<file path="src/rtl/sacl_pkg.sv">
package sacl_pkg;

  localparam int MAX_SETS_D    = 256;
  localparam int MAX_WAYS_D    = 8;
  localparam int ADDR_WIDTH_D  = 32;
  localparam int COUNT_WIDTH_D = 16;

  localparam logic [1:0] REG_CACHE = 2'd0;
  localparam logic [1:0] REG_ASSOC = 2'd1;
  localparam logic [1:0] REG_BLOCK = 2'd2;

  localparam logic [4:0] CACHE_RST = 5'd12;
  localparam logic [1:0] ASSOC_RST = 2'd2;
  localparam logic [3:0] BLOCK_RST = 4'd5;

  typedef enum logic [1:0] {
    ST_IDLE,
    ST_READ,
    ST_WRITE
  } back_state_t;

endpackage

</file>
<file path="src/rtl/sacl_front.sv">
module sacl_front import sacl_pkg::*; #(
  parameter int MAX_SETS   = MAX_SETS_D,
  parameter int ADDR_WIDTH = ADDR_WIDTH_D,
  parameter int SET_W      = (MAX_SETS > 1) ? $clog2(MAX_SETS) : 1
) (
  input  logic        clk,
  input  logic        rst,
  input  logic        start,
  input  logic        q_full,
  input  logic        op,
  input  logic [31:0] address,
  input  logic [4:0]  cache_bits,
  input  logic [1:0]  assoc_bits,
  input  logic [3:0]  block_bits,
  output logic        q_push,
  output logic        q_op,
  output logic [SET_W-1:0] q_set,
  output logic [63:0] q_tag
);

  localparam int LIM = (MAX_SETS > 1) ? $clog2(MAX_SETS + 1) - 1 : 0;

  logic [6:0]  idx_raw;
  logic [5:0]  idx_bits;
  logic [63:0] addr;
  logic [63:0] shifted;

  always_comb begin
    addr = '0;
    for (int i = 0; i < 32; i++) begin
      if (i < ADDR_WIDTH) addr[i] = address[i];
    end
    idx_raw = {2'b0, cache_bits} - {3'b0, block_bits} - {5'b0, assoc_bits};
    if (idx_raw[6]) idx_bits = '0;
    else if (idx_raw > 7'(LIM)) idx_bits = 6'(LIM);
    else idx_bits = idx_raw[5:0];
    shifted = addr >> block_bits;
  end

  always_ff @(posedge clk) begin
    q_op  <= op;
    q_set <= SET_W'(shifted & ((64'd1 << idx_bits) - 64'd1));
    q_tag <= shifted >> idx_bits;
  end

  always_ff @(posedge clk) begin
    if (rst) q_push <= 1'b0;
    else q_push <= start && !q_full;
  end

endmodule

</file>
<file path="config.mk">
export PLATFORM = sky130hd
export DESIGN_NAME = sacl_front
export DESIGN_NICKNAME = d
export VERILOG_FILES = /design/src/rtl/sacl_pkg.sv /design/src/rtl/sacl_front.sv
export SDC_FILE = /design/constraint.sdc
export NUM_CORES = 1
export LEC_CHECK = 0
export BUFFER_PORTS_ARGS = -buffer_cell sky130_fd_sc_hd__buf_2
export CAP_MARGIN = 20
export CORE_AREA = 2 2 116 118
export DETAILED_ROUTE_END_ITERATION = 7
export DIE_AREA = 0 0 118 120
export REMOVE_ABC_BUFFERS = 1
export SYNTH_ARGS = -nofsm -noshare
export SYNTH_HDL_FRONTEND = slang
export SYNTH_SLANG_ARGS = --single-unit
</file>
<file path="constraint.sdc">
create_clock -name clk -period 11.2 [get_ports clk]
set_input_delay 1.12 -clock clk [delete_from_list [all_inputs] [get_ports clk]]
set_output_delay 1.12 -clock clk [all_outputs]
set_load 0.01 [all_outputs]
</file>
==> results.md <==
* Layout area overhead at 9.49%
* Die Footprint at 14,200 um^2
* Pre-Repair DR Iteration Count at 5
* Nets at slightly below 700
* Setup Crit Path Kind: in -> reg
* RePlAce Congestion at 0.894
* Top FF cell, synth: dfxtp_1
* Final count of hold timing violations at 0
* # diodes at 0
* CP Capture Type: flop
* Yosys cell types at 86
* Synth top cells by count: 46 x nand2_1, 42 x dfxtp_1, 40 x nor2_1, 37 x buf_4, 36 x mux2i_1
* Post-CTS Resized at 0
* Row count at 42
* Post-route setup TNS at 0 ns
* H-tree level count at 2
* Initial Util at 0.390
* EDFF count, synth at 0
* Synth Area in Adders at 0.0252
* Post-Syn Area per Cell at 8.93 um^2
* Worst-Margin Slew at 0.920 ns
* Sink Count at 42
* Synth area leaders: dfxtp_1 17%, mux4_2 14%, mux2i_1 7.1%
* Status: finished clean
* Vias at 4,673
* Leak at 2.32 nW
* Share of cells above drive strength 1 at 0.302
* Worst min path class: in -> reg
* Die Wd at 118 um
* Synthesis Warnings at 0
* First-pass GRT wire length at 23.1 mm
* Total CTS buffers at 5
* Post-synthesis mux area share at 0.261
* Number of remaining DRC errors at 0
* Die Height at 120 um
* Worst vdd ir at 0.0000572 V
* Post-synth ARST share at 0
* Most common cell in the netlist: nand2_1
* Max-cap violation count at 0
* Gr usage total at 0.198
* Tcrit/Tclk final at 0.568
* HPWL after DPL at 11.1 mm
* Rel. slew slack at 0.385
* Hold slack at 0.941 ns
* Initial antenna violation count at 0
* Number of setup buffers added after CTS at 0
* Hold-fix buffers, CTS at 0
* Number of global-route vias before repair at 4,307
* Final Max Tran Viols at 0
* Routed wire length at between 10 and 15 mm
* Power Dens Cells at 163 nW/um^2
* CTS max path bufs at 2
* Required @ worst endpoint at 11.35 ns
* Worst-path clk slew at around 0.06 ns
* Main combinational cell family by area after synthesis: multiplexers
* Mapped Area at 5060 um^2
* Setup WS pre-CTS at 4.60 ns
* Compound-Gate Fraction of Synth Area at 0.254
* Antenna viol nets, final at 0
* Area of the core at 13,000 um^2
* # setup viols final at 0
* Maximum fanout along the worst path at between 40 and 50
* DR vias/cell at 5.86
* Fmax at 157 MHz
* Simple-Gate Fraction of Synth Area at 0.171
* Post-synthesis sequential area ratio at 0.166
* I/O pin total at approximately 120
* RSZ-0062 raised after global routing: false
* Fin crit period at ~6.4 ns
* Largest net degree at the start of global routing at 43
* PortBufs at 89
* Synth Area in XOR/XNOR at 0.0101
* Crit path DAT at around 6.5 ns
* Iter 0 DRT Violations at 466
* Post-synthesis register bit count at 42
* Avg WL per Cell at 18.0 um
* Synth area leader: dfxtp_1
* Critical path launch point type: input port
* TritonCTS clock tree: built
* Grt total ovfl at 0
* Clock root buffer: clkbuf_16
* Synth top area share at 0.166
* Post-route setup slack at approximately 4.8 ns
* Gate Count Post-Synth at 567
==> metal layers <==
metal | part of all wire | global-route usage
met1 | 0.47 | 0.295
met2 | 0.45 | 0.313
met3 | 0.073 | 0.0181
met4 | 0.0089 | 0.0392
met5 | 0 | 0
==> final timing paths <==
| kind | startpoint | endpoint | cells after the start |
|---|---|---|---|
| worst min-delay path | op | q_op | 1 |
| worst max-delay path | block_bits[1] | q_set[4] | 16 |
==> stage by stage <==
step	instances	utilization	area (um^2)	total power [mW]
5_1_grt	798	0.427	5540	0.966
6_report	798	0.427	5540	0.905
3_5_place_dp	790	0.414	5380	0.742
3_3_place_gp	790	0.414	5380	0.741
4_1_cts	798	0.427	5540	0.904
2_1_floorplan	518	-	4660	0.573
==> cell type report <==
type,instances,area (um^2)
Inverter,12,45.0
Fill cell,1361,7440
Clock buffer,6,129
Tap cell,176,220
Clock inverter,2,37.5
Timing Repair Buffer,96,498
Multi-Input combinational cell,464,3770
Sequential cell,42,841
==> cells in the final DEF, fill, tap and decap left out, drive strengths merged, types with 12 or more instances in the layout <==
cell,n
a21oi,30
a221oi,14
buf,96
conb,32
dfxtp,42
mux2,18
mux2i,39
mux4,31
nand2,48
nand3,18
nor2,43
nor3,15
o211ai,12
o21ai,31
==> where the power goes <==
| group | total, mW | switching (mW) | internal, mW |
|---|---|---|---|
| Clock | 0.159 | 0.0544 | 0.105 |
| Sequential | 0.216 | 0.0110 | 0.205 |
| Combinational | 0.530 | 0.326 | 0.203 |
==> flip-flops by register name, indices dropped and copies added, names as in the netlist <==
name    cells
q_set       8
q_tag      32
q_op        1
q_push      1
==> worst max-delay path: stages <==
cell,delay [ns]
buf_2,0.64
inv_1,0.22
fa_1,0.61
fa_1,0.42
buf_4,0.22
nor2b_1,0.28
a32oi_2,0.12
o311ai_2,0.31
nand3_1,0.46
nor3_4,0.90
nor2_2,0.35
nand3_1,0.19
ha_1,0.27
nor3_1,0.09
o21ai_0,0.19
a21oi_1,0.08
==> cell families after synthesis <==
logic type | after synthesis
buffers and inverters | 92
adder cells (fa/ha/maj) | 9
AO/OA/AOI/OAI | 167
AND/OR/NAND/NOR | 164
other | 1
multiplexers | 88
XOR/XNOR | 4
flip-flops | 42
No activity file was read; power rests on OpenSTA's default activity.
